--- config.mk ---
export PLATFORM = sky130hd
export DESIGN_NAME = rgb_to_hsl
export DESIGN_NICKNAME = d
export VERILOG_FILES = /design/src/hdl/rgbhsl_pkg.sv /design/src/hdl/rgbhsl_front.sv /design/src/hdl/rgbhsl_cell.sv /design/src/hdl/rgb_to_hsl.sv
export VERILOG_INCLUDE_DIRS = /design/src /design/src/hdl
export SDC_FILE = /design/constraint.sdc
export NUM_CORES = 2
export LEC_CHECK = 0
export ABC_AREA = 1
export BUFFER_PORTS_ARGS = -buffer_cell sky130_fd_sc_hd__buf_2
export CAP_MARGIN = 20
export CORE_UTILIZATION = 50
export DETAILED_ROUTE_END_ITERATION = 10
export MAX_ROUTING_LAYER = met4
export PLACE_DENSITY = 0.65
export SETUP_SLACK_MARGIN = 0.2
export SLEW_MARGIN = 20
export SYNTH_ARGS = -nofsm -noshare
export SYNTH_HDL_FRONTEND = slang
export SYNTH_SLANG_ARGS = --single-unit
--- constraint.sdc ---
create_clock -name clock -period 17.37 [get_ports clock]
set_input_delay 1.737 -clock clock [delete_from_list [all_inputs] [get_ports clock]]
set_output_delay 1.737 -clock clock [all_outputs]
set_load 0.005 [all_outputs]
--- src/hdl/assert_macros.svh ---
// Assertion helpers shared by the RTL.
// Define NO_ASSERTIONS to compile every check away.
`ifndef ASSERT_MACROS_SVH
`define ASSERT_MACROS_SVH
`ifndef NO_ASSERTIONS
// Whenever the condition holds, the consequent must follow.
`define ASSERT_IMPLY(lbl, clk, rst, cond, conseq) \
   lbl: assert property (@(posedge clk) disable iff (rst) (cond) |-> (conseq)) \
      else $error("implication check failed");
// The expression must hold at every clock edge outside reset.
`define ASSERT_ALWAYS(lbl, clk, rst, expr) \
   lbl: assert property (@(posedge clk) disable iff (rst) (expr)) \
      else $error("invariant check failed");
`else
`define ASSERT_IMPLY(lbl, clk, rst, cond, conseq)
`define ASSERT_ALWAYS(lbl, clk, rst, expr)
`endif
`endif

--- src/hdl/rgbhsl_pkg.sv ---
`timescale 1ns / 1ps
package rgbhsl_pkg;

   localparam int CHANNEL_BITS = 8;
   localparam int FRAC_BITS    = 16;
   localparam int HUE_BITS     = 9;
   // Quotient bits per division; one cell per bit.
   localparam int QUO_BITS     = FRAC_BITS + 1;
   // Remainder and shifted divisor width.
   localparam int NUM_BITS     = CHANNEL_BITS + FRAC_BITS + 2;
   // Signed width of the hue numerator before clamping.
   localparam int HNUM_BITS    = CHANNEL_BITS + 11;
   // Accept to result strobe, in clock edges.
   localparam int LATENCY      = QUO_BITS + 2;

   localparam logic [HUE_BITS-1:0] HUE_FULL  = HUE_BITS'(360);
   localparam logic [HUE_BITS-1:0] HUE_RED_N = HUE_BITS'(360);
   localparam logic [HUE_BITS-1:0] HUE_GREEN = HUE_BITS'(120);
   localparam logic [HUE_BITS-1:0] HUE_BLUE  = HUE_BITS'(240);
   localparam logic [HUE_BITS-1:0] HUE_ZERO  = HUE_BITS'(0);
   localparam logic [CHANNEL_BITS-1:0] CHANNEL_MAX_RESET = CHANNEL_BITS'(255);

   typedef struct packed {
      logic [CHANNEL_BITS-1:0] red;
      logic [CHANNEL_BITS-1:0] green;
      logic [CHANNEL_BITS-1:0] blue;
   } pixel_type;

   typedef struct packed {
      logic [HUE_BITS-1:0]  hue;
      logic [FRAC_BITS:0]   saturation;
      logic [FRAC_BITS:0]   lightness;
   } hsl_type;

   // One long division in flight: partial remainder, divisor aligned to
   // the current quotient bit, and the quotient bits found so far.
   typedef struct packed {
      logic [NUM_BITS-1:0] rem;
      logic [NUM_BITS-1:0] den;
      logic [QUO_BITS-1:0] quo;
   } div_type;

   typedef struct packed {
      logic    valid;
      logic    grey;
      div_type lig;
      div_type sat;
      div_type hue;
   } stage_type;

endpackage

--- src/hdl/rgbhsl_front.sv ---
`timescale 1ns / 1ps
module rgbhsl_front (
   input  logic                                    clock,
   input  logic                                    reset,
   input  logic                                    accept,
   input  rgbhsl_pkg::pixel_type                   pixel,
   input  logic [rgbhsl_pkg::CHANNEL_BITS-1:0]     channel_max,
   output rgbhsl_pkg::stage_type                   stage_out
);
   import rgbhsl_pkg::*;

   logic [CHANNEL_BITS-1:0]          m, r, g, b, mx, mn, d, p, q;
   logic [CHANNEL_BITS:0]            sum, den_s, two_m;
   logic [HUE_BITS-1:0]              base;
   logic [CHANNEL_BITS+HUE_BITS-1:0] prod_b;
   logic signed [CHANNEL_BITS:0]     diff;
   logic signed [CHANNEL_BITS+7:0]   prod_60;
   logic signed [HNUM_BITS-1:0]      t;
   stage_type                        stage_in;
   stage_type                        stage_ff;

   // Clamp the channels and find the extremes.
   always_comb begin
      m   = (channel_max == '0) ? CHANNEL_BITS'(1) : channel_max;
      r   = (pixel.red   > m) ? m : pixel.red;
      g   = (pixel.green > m) ? m : pixel.green;
      b   = (pixel.blue  > m) ? m : pixel.blue;
      mx  = r;
      mn  = r;
      if (g > mx) mx = g;
      if (b > mx) mx = b;
      if (g < mn) mn = g;
      if (b < mn) mn = b;
      d     = mx - mn;
      sum   = {1'b0, mx} + {1'b0, mn};
      two_m = {m, 1'b0};
      den_s = (sum <= {1'b0, m}) ? sum : (two_m - sum);
   end

   // Hue sector: red wins ties, then green.
   always_comb begin
      if (r == mx) begin
         base = (g >= b) ? HUE_ZERO : HUE_RED_N;
         p    = g;
         q    = b;
      end else if (g == mx) begin
         base = HUE_GREEN;
         p    = b;
         q    = r;
      end else begin
         base = HUE_BLUE;
         p    = r;
         q    = g;
      end
      prod_b  = base * d;
      diff    = $signed({1'b0, p}) - $signed({1'b0, q});
      prod_60 = diff * $signed(8'sd60);
      t       = $signed({2'b00, prod_b}) + HNUM_BITS'(prod_60);
   end

   // Numerators and divisors aligned to the top quotient bit.
   always_comb begin
      stage_in.valid   = accept;
      stage_in.grey    = (d == '0);
      stage_in.lig.rem = NUM_BITS'({sum, {FRAC_BITS{1'b0}}});
      stage_in.lig.den = NUM_BITS'({two_m, {FRAC_BITS{1'b0}}});
      stage_in.lig.quo = '0;
      stage_in.sat.rem = NUM_BITS'({d, {FRAC_BITS{1'b0}}});
      stage_in.sat.den = NUM_BITS'({den_s, {FRAC_BITS{1'b0}}});
      stage_in.sat.quo = '0;
      stage_in.hue.rem = t[HNUM_BITS-1] ? '0 : NUM_BITS'(t[HNUM_BITS-2:0]);
      stage_in.hue.den = NUM_BITS'({d, {FRAC_BITS{1'b0}}});
      stage_in.hue.quo = '0;
   end

   always_ff @(posedge clock) begin
      if (reset) begin
         stage_ff.valid <= 1'b0;
      end else begin
         stage_ff.valid <= stage_in.valid;
      end
   end

   always_ff @(posedge clock) begin
      stage_ff.grey <= stage_in.grey;
      stage_ff.lig  <= stage_in.lig;
      stage_ff.sat  <= stage_in.sat;
      stage_ff.hue  <= stage_in.hue;
   end

   assign stage_out = stage_ff;

endmodule

--- src/hdl/rgbhsl_cell.sv ---
`timescale 1ns / 1ps
module rgbhsl_cell (
   input  logic                  clock,
   input  logic                  reset,
   input  rgbhsl_pkg::stage_type stage_prev,
   output rgbhsl_pkg::stage_type stage_next
);
   import rgbhsl_pkg::*;

   stage_type stage_in;
   stage_type stage_ff;

   // One restoring step: subtract the aligned divisor if it fits.
   function automatic div_type div_step(input div_type x);
      div_type y;
      logic    fit;
      fit   = (x.rem >= x.den);
      y.rem = fit ? (x.rem - x.den) : x.rem;
      y.den = x.den >> 1;
      y.quo = {x.quo[QUO_BITS-2:0], fit};
      return y;
   endfunction

   always_comb begin
      stage_in.valid = stage_prev.valid;
      stage_in.grey  = stage_prev.grey;
      stage_in.lig   = div_step(stage_prev.lig);
      stage_in.sat   = div_step(stage_prev.sat);
      stage_in.hue   = div_step(stage_prev.hue);
   end

   always_ff @(posedge clock) begin
      if (reset) begin
         stage_ff.valid <= 1'b0;
      end else begin
         stage_ff.valid <= stage_in.valid;
      end
   end

   always_ff @(posedge clock) begin
      stage_ff.grey <= stage_in.grey;
      stage_ff.lig  <= stage_in.lig;
      stage_ff.sat  <= stage_in.sat;
      stage_ff.hue  <= stage_in.hue;
   end

   assign stage_next = stage_ff;

endmodule

--- src/hdl/rgb_to_hsl.sv ---
`timescale 1ns / 1ps
// RGB to HSL converter. One pixel item is taken in every clock cycle that
// start is high (busy is always low), and its result appears on the rsp_
// ports with rsp_valid high for exactly one cycle, after passing through
// one register of clamping and sector selection loaded at the accept edge,
// one cell per quotient bit in a chain of 17 long-division cells, and one
// output register. The receiver cannot stall the block, so results must be
// taken when shown. The user must write channel_max through the csr_ port
// only while no item is in flight; the block itself does not enforce this.
`include "assert_macros.svh"
module rgb_to_hsl (
   input  logic                                clock,
   input  logic                                reset,
   input  logic                                start,
   output logic                                busy,
   input  rgbhsl_pkg::pixel_type               req_pixel,
   output logic                                rsp_valid,
   output rgbhsl_pkg::hsl_type                 rsp_result,
   input  logic                                csr_valid,
   output logic                                csr_ready,
   input  logic [rgbhsl_pkg::CHANNEL_BITS-1:0] csr_data
);
   import rgbhsl_pkg::*;

   logic [CHANNEL_BITS-1:0] channel_max_ff;
   logic                    accept;
   stage_type               chain [0:QUO_BITS];
   logic [HUE_BITS-1:0]     hue_raw;
   logic                    rsp_valid_in;
   logic                    rsp_valid_ff;
   hsl_type                 rsp_in;
   hsl_type                 rsp_ff;

   assign busy      = 1'b0;
   assign csr_ready = 1'b1;
   assign accept    = start && !busy;

   // Full-scale register.
   always_ff @(posedge clock) begin
      if (reset) begin
         channel_max_ff <= CHANNEL_MAX_RESET;
      end else if (csr_valid && csr_ready) begin
         channel_max_ff <= csr_data;
      end
   end

   rgbhsl_front u_front (
      .clock       (clock),
      .reset       (reset),
      .accept      (accept),
      .pixel       (req_pixel),
      .channel_max (channel_max_ff),
      .stage_out   (chain[0])
   );

   // One division cell per quotient bit.
   for (genvar i = 0; i < QUO_BITS; i++) begin : g_cell
      rgbhsl_cell u_cell (
         .clock      (clock),
         .reset      (reset),
         .stage_prev (chain[i]),
         .stage_next (chain[i+1])
      );
   end

   // Wrap the hue and blank hue and saturation for grey pixels.
   always_comb begin
      hue_raw           = chain[QUO_BITS].hue.quo[HUE_BITS-1:0];
      rsp_valid_in      = chain[QUO_BITS].valid;
      rsp_in.hue        = (hue_raw >= HUE_FULL) ? (hue_raw - HUE_FULL) : hue_raw;
      rsp_in.saturation = chain[QUO_BITS].sat.quo;
      rsp_in.lightness  = chain[QUO_BITS].lig.quo;
      if (chain[QUO_BITS].grey) begin
         rsp_in.hue        = '0;
         rsp_in.saturation = '0;
      end
   end

   always_ff @(posedge clock) begin
      if (reset) begin
         rsp_valid_ff <= 1'b0;
      end else begin
         rsp_valid_ff <= rsp_valid_in;
      end
   end

   always_ff @(posedge clock) begin
      rsp_ff <= rsp_in;
   end

   assign rsp_valid  = rsp_valid_ff;
   assign rsp_result = rsp_ff;

   `ASSERT_IMPLY(a_latency, clock, reset, accept, ##LATENCY rsp_valid)
   `ASSERT_IMPLY(a_hue_range, clock, reset, rsp_valid, rsp_result.hue < HUE_FULL)
   `ASSERT_IMPLY(a_sat_range, clock, reset, rsp_valid, rsp_result.saturation <= (1 << FRAC_BITS))
   `ASSERT_IMPLY(a_lig_range, clock, reset, rsp_valid, rsp_result.lightness <= (1 << FRAC_BITS))

endmodule

* Word level (Yosys, flattened, before mapping) *
Index checks and enable logic that the tools add are counted.

storage, ports and cells
  output and inout bits = 46
  input port bits = 36
  logic and storage cells = 374
  register bits = 2147

operators by class
  equality and inequality tests = 2
  multiplexer cells = 65
  add/sub/neg operators = 54
  reductions and logical operators = 2
  order comparisons = 61
  $mul = 2

operators by type and width
  kind              count
  $mux 26           46
  $mux 8            13
  $ge 26x10->1      3
  $ge 26x11->1      3
  $ge 26x12->1      3
  $ge 26x13->1      3
  $ge 26x14->1      3
  $ge 26x15->1      3
  $ge 26x16->1      3
  $ge 26x17->1      3
  $ge 26x18->1      3
  $ge 26x19->1      3
  $ge 26x20->1      3
  $ge 26x21->1      3
  $ge 26x22->1      3
  $ge 26x23->1      3
  $ge 26x24->1      3
  $ge 26x9->1       3
  $sub 26x10->26    3
  $sub 26x11->26    3
  $sub 26x12->26    3
  $sub 26x13->26    3
  $sub 26x14->26    3
  $sub 26x15->26    3
  33 further kinds  61

* Logic depth before layout (Yosys ltp) *
  depth after elaboration = 14
  gate-level depth with buffers = 82
  depth with buffers taken out = 79

* By module *
Synthesis repeated with hierarchy kept, for this count alone.

second synthesis, totals
  cells, all modules = 31132
  area total of the unflattened synthesis = 207233.8 µm²

modules (own cells, without submodules)
  module                               seq. area each (µm²)  area each (µm²)  times used  cells each
  rgbhsl_cell (g_cell[1].u_cell ...)   4124.0                11499.8          9           1735
  rgbhsl_cell (g_cell[12].u_cell ...)  4124.0                11476.0          5           1736
  rgbhsl_cell (g_cell[0].u_cell)       4124.0                11531.1          1           1730
  rgbhsl_cell (g_cell[10].u_cell)      4124.0                11482.3          1           1735
  rgbhsl_cell (g_cell[11].u_cell)      4124.0                11458.5          1           1735
  rgbhsl_front                         1001.0                10283.6          1           1457
  rgb_to_hsl                           1041.0                1600.3           1           180

* Least setup slack after synthesis *
Ideal clock, no wire load.

  path type = input -> register
  start = input req_pixel[15] (netlist bit)
  end = register u_front.stage_ff, in the netlist u_front.stage_out[50]
  stages = 62
  path slack = 5893 ps
  library setup time = 117 ps
  required time = 17253 ps
  path buffers = 4
  arrival time = 11360 ps
  cell sequence = ha_1 -> a21o_1 -> nor2_1 -> nand2_1 -> buf_4 -> nand3_1 -> nand2_1 -> ha_1 -> nand2_1 -> inv_2 -> nand2_1 -> nand2_1 -> nand2_1 -> nand2_2 -> clkbuf_1 -> nand2_1 -> o21ai_0 -> inv_1 -> [26 not listed] -> o21ai_0 -> a21oi_1 -> o21bai_1 -> nand2_1 -> nand2_1 -> a21oi_1 -> xor2_1 -> ha_1 -> nand2_1 -> nor2_1 -> nand3_1 -> o2111ai_1 -> nand2_1 -> nand2_1 -> nand3_2 -> nand2_4 -> buf_8 -> nor2_2

on the way
  elaborated cells on any way between the ends = 25
  those cells by class = add/sub: 3; mul: 2; order compare: 6; eq/ne: 2; mux: 12

RTL lines
  element                                   RTL line                                RTL
  from (decl)                               rgb_to_hsl.sv:16                        input rgbhsl_pkg::pixel_type req_pixel,
  $gt 8x8->1                                rgbhsl_front.sv:26                      g = (pixel.green > m) ? m : pixel.green;
  $mux 8 *                                  rgbhsl_front.sv:26
  $gt 8x8->1 or $lt 8x8->1 (tied branches)  rgbhsl_front.sv:30, rgbhsl_front.sv:32
  $mux 8 (on tied branches)                 rgbhsl_front.sv:30, rgbhsl_front.sv:32
  $gt 8x8->1 or $lt 8x8->1 (tied branches)  rgbhsl_front.sv:31, rgbhsl_front.sv:33
  $mux 8 (on tied branches)                 rgbhsl_front.sv:31, rgbhsl_front.sv:33
  $sub 8x8->8 *                             rgbhsl_front.sv:34                      d = mx - mn;
  via u_front.d[7]                          rgbhsl_front.sv:12                      logic [CHANNEL_BITS-1:0] m, r, g, b, mx, mn, d, p, q;
  $mul 9x8->17 *                            rgbhsl_front.sv:55                      prod_b = base * d;
  $add 18x16->19 *                          rgbhsl_front.sv:58                      t = $signed({2'b00, prod_b}) + HNUM_BITS'(prod_60);
  to (decl)                                 rgbhsl_front.sv:20                      stage_type stage_ff;

The timed path passes the listed nets; every way through them passes the cells marked *.
A chain may end at the register's enable or synchronous reset.

* Worst setup path after layout *
  start = register channel_max_ff[5]
  end = register u_front.stage_ff, in the netlist u_front.stage_out[46]

on the way
  word-level cells in the longest chain between the ends = 14
  elaborated cells on any way between the ends = 31
  those cells by class = add/sub: 3; mul: 2; order compare: 8; eq/ne: 2; mux: 15; reduce/logical: 1

ends and longest elaborated chain
  element                        RTL line                                RTL
  from (decl)                    rgb_to_hsl.sv:25                        logic [CHANNEL_BITS-1:0] channel_max_ff;
  from (signal assigned)         rgb_to_hsl.sv:43                        channel_max_ff <= csr_data;
  $logic_not 8->1 *              rgbhsl_front.sv:24                      m = (channel_max == '0) ? CHANNEL_BITS'(1) : channel_max;
  $mux 8 *                       rgbhsl_front.sv:24
  via u_front.m[0]               rgbhsl_front.sv:12
  $gt 8x8->1 (on tied branches)  rgbhsl_front.sv:26, rgbhsl_front.sv:25
  $mux 8 (on tied branches)      rgbhsl_front.sv:26, rgbhsl_front.sv:25
  $gt 8x8->1                     rgbhsl_front.sv:30                      if (g > mx) mx = g;
  $mux 8                         rgbhsl_front.sv:30
  $gt 8x8->1                     rgbhsl_front.sv:31                      if (b > mx) mx = b;
  $mux 8                         rgbhsl_front.sv:31
  $eq 8x8->1                     rgbhsl_front.sv:46                      end else if (g == mx) begin
  $mux 8                         rgbhsl_front.sv:46
  $mux 8                         rgbhsl_front.sv:42                      if (r == mx) begin
  $sub 8x8->9                    rgbhsl_front.sv:56                      diff = $signed({1'b0, p}) - $signed({1'b0, q});
  $mul 9x5->14                   rgbhsl_front.sv:57                      prod_60 = diff * $signed(8'sd60);
  $add 18x16->19 *               rgbhsl_front.sv:58

Marks and branches as above.

==> results.yml <==
layout:
  drive_above_1_share_pct: 5.70
  post-route-util_pct: 56.4
  final_cell_area_sq_um: 84700
  mostFrequentLayoutCell: "dfxtp_1"
  synthToLayoutAreaGrowth_pct: 11.5
  layout_common_cells: "dfxtp_1 (1799), nand2_1 (1362), inv_1 (1277), nor2_1 (812), ha_1 (583)"
  nNetsFinal: 9635
  antenna_cells: 0
sta:
  rsz0062_at_grt: "no"
  hold_viol: 0
  tns_ns: 0
  tightest_slew_ns: 1.05
  max_freq_ghz: 0.0761
  fin_crit_ns: 13.15
  drv_slew: 0
  skew_ns: 0.0253
  setup_viol: 0
  max_slew_margin_pct: 30.0
  period_share_pct: 75.7
global_routing:
  grt_use_met1_pct: 22.5
  antenna_found_initial: 0
  met2_usage_pct: 37.2
  grt_max_degree: 28
  track_usage_pct: 20.5
  use_met3_pct: 2.91
  grt_pass1_vias: 53300
  grt-ovfl-total: 0
  grt_pass1_wl_microns: 252000
  grt-busiest-layer: "met2"
clock_tree:
  worstSkewPairLatency_ns: 0.79
  htree_levels: 4
  cts_tree: "yes"
  cts.path.max_buffers: 3
  clock-sinks: 1800
  cts-buffers-inserted: 181
  hold_buffers: 0
  clk_pin_slew_worst_paths_ns: 0.06
  cts_resized: 0
  cts-root-buf: "clkbuf_16"
  post_cts_buffers: 0
setup_path:
  critPathRequiredTime_ns: 18.09
  slowest_delay_ns: 0.65
  crit_buf_inv: 9
  start_kind: "flip-flop"
  cp.arrival_ns: 13.87
  crit_family: "simple AND/OR/NAND/NOR gates"
  r2r_slack_ns: 4.22
  reg2reg_depth: 64
  cpMaxStageDelayCell: "o21ai_2"
  crit_top_cell: "nand2_1"
  path_class: "reg -> reg"
  worstPathMaxFanout: 22
  cp-end-kind: "flip-flop"
  r2r_end: "u_front.stage_out[46]"
  rr_startpoint: "channel_max_ff[5]"
die:
  ios: 82
  core-area_sq_um: 150000
  start_util_pct: 50.5
  die_y_microns: 392
  rows: 142
  die_area_sq_um: 153000
  die_w_microns: 392
synthesis:
  synth_seq_cells: 1800
  synth-xor-area-share_pct: 7.71
  yosys_warnings: 0
  syn_nets: 9467
  synth_ff_type: "dfxtp_1"
  async_flop_share_pct: 0
  synth_fa_ha_area_share_pct: 11.9
  synth_area_leaders: "dfxtp_1 (47%), ha_1 (9.6%), nand2_1 (6.7%), inv_1 (6.3%), xor2_1 (4.5%)"
  netlist_area_sq_um: 76000
  synth.distinct_cells: 82
  synth_top_family_by_area: "simple AND/OR/NAND/NOR gates"
  synth_compound_area_share_pct: 8.77
  synth_seq_area_share_pct: 47.4
  yosysTopAreaCellShare_pct: 47.4
  avgSynthCellArea_sq_um: 8.67
  yosysTopAreaCell: "dfxtp_1"
  synthCells: 8761
  yosys.area_share.simple_pct: 17.1
  synth_edf_count: 0
  synthMuxAreaShare_pct: 0.0412
run:
  maxCapViolCount: 0
drt:
  drc_errors: 0
  post_drt_wl_per_cell_microns: 13.9
  drt-pass1-iter-count: 8
  drt_iter0_drc: 2252
  viasPerCell: 4.89
  vias: 54300
  ant_nets: 0
  routed_wl_microns: 154000
min_path:
  hp-start: "g_cell[5].u_cell.stage_next[207]"
  hp-class: "reg -> reg"
  min_to: "g_cell[6].u_cell.stage_next[207]"
  whs_path_depth: 0
placed_design:
  placed_cell_area_sq_um: 78400
  io_buffers: 79
  dp_hpwl_microns: 121000
  globalplace.congestion: 0.933
run_status:
  status: "finished, final reports clean"
[area by class of cell]
class,instances,area (sq um)
multi-input cells,5570,34600
inverters,1292,4850
clock buffers,263,5290
fillers,13500,65600
well taps,2016,2520
repair buffers,84,433
flip-flops and latches,1800,36000
clock inverters,66,1000
[cell usage after synthesis (all sizes together), types with 5 or more instances]
master	n
o2111ai	8
o21bai	33
or2	30
buf	36
a21boi	13
dfxtp	1800
nand3	385
a21oi	452
fa	87
nand3b	19
ha	583
o41ai	7
nor2	843
o211ai	14
xor2	390
o221ai	5
xnor2	278
a31oi	22
inv	1291
or4	5
nor3	139
o21ai	541
nor3b	6
nor4	87
a2111oi	5
nand2	1392
o21a	14
o31ai	22
a21o	16
and2	10
a211oi	25
nand4	98
clkbuf	63
[registers in the layout, indices dropped and copies added (netlist names)]
name and flops:
channel_max_ff 8, g_cell.u_cell.stage_next 1698, rsp_result 43, rsp_valid 1
u_front.stage_out 50
[cell families after synthesis]
logic type	count (synthesis)
flip-flops	1800
adder cells (fa/ha/maj)	670
AO/OA/AOI/OAI	1201
XOR/XNOR	668
AND/OR/NAND/NOR	3026
buffers and inverters	1391
multiplexers	3
other	2
[worst max path at each step]
stage | to | startpoint | depth (start not counted)
2_1_floorplan | u_front.stage_out[50] | req_pixel[15] | 62
3_3_place_gp | u_front.stage_out[48] | req_pixel[23] | 66
3_5_place_dp | u_front.stage_out[46] | req_pixel[15] | 63
4_1_cts | u_front.stage_out[46] | channel_max_ff[5] | 63
5_1_grt | u_front.stage_out[48] | channel_max_ff[5] | 73
6_report | u_front.stage_out[46] | channel_max_ff[5] | 64
[worst register-to-register path, delay by kind of cell, from the launching register on]
kind                       cells  cell delay [ns]
and+or+nand+nor               36             4.99
adders and majority gates      9             3.38
AOI/OAI and AO/OA              9             2.45
buffers and inverters          9             1.44
DFF                            1             0.42
xor gates and xnor gates       1             0.37
[per-stage QoR]
step,hold slack (ns),cells,setup slack (ns)
2_1_floorplan,0.310,8761,5.89
5_1_grt,0.303,11100,3.04
3_3_place_gp,0.309,10800,3.60
3_5_place_dp,0.312,10800,3.51
6_report,0.300,11100,4.22
4_1_cts,0.297,11100,4.25
[per-layer routing]
layer  part of all wire (%)  vias to the layer above
met5                      0                        -
met4                    3.7                        0
met3                    3.2                      349
met2                     50                      826
met1                     43                    24600
li1                       -                    28600
Power is not shown: default switching activity piles up to over one toggle a cycle in this logic, so the estimate is an artifact.
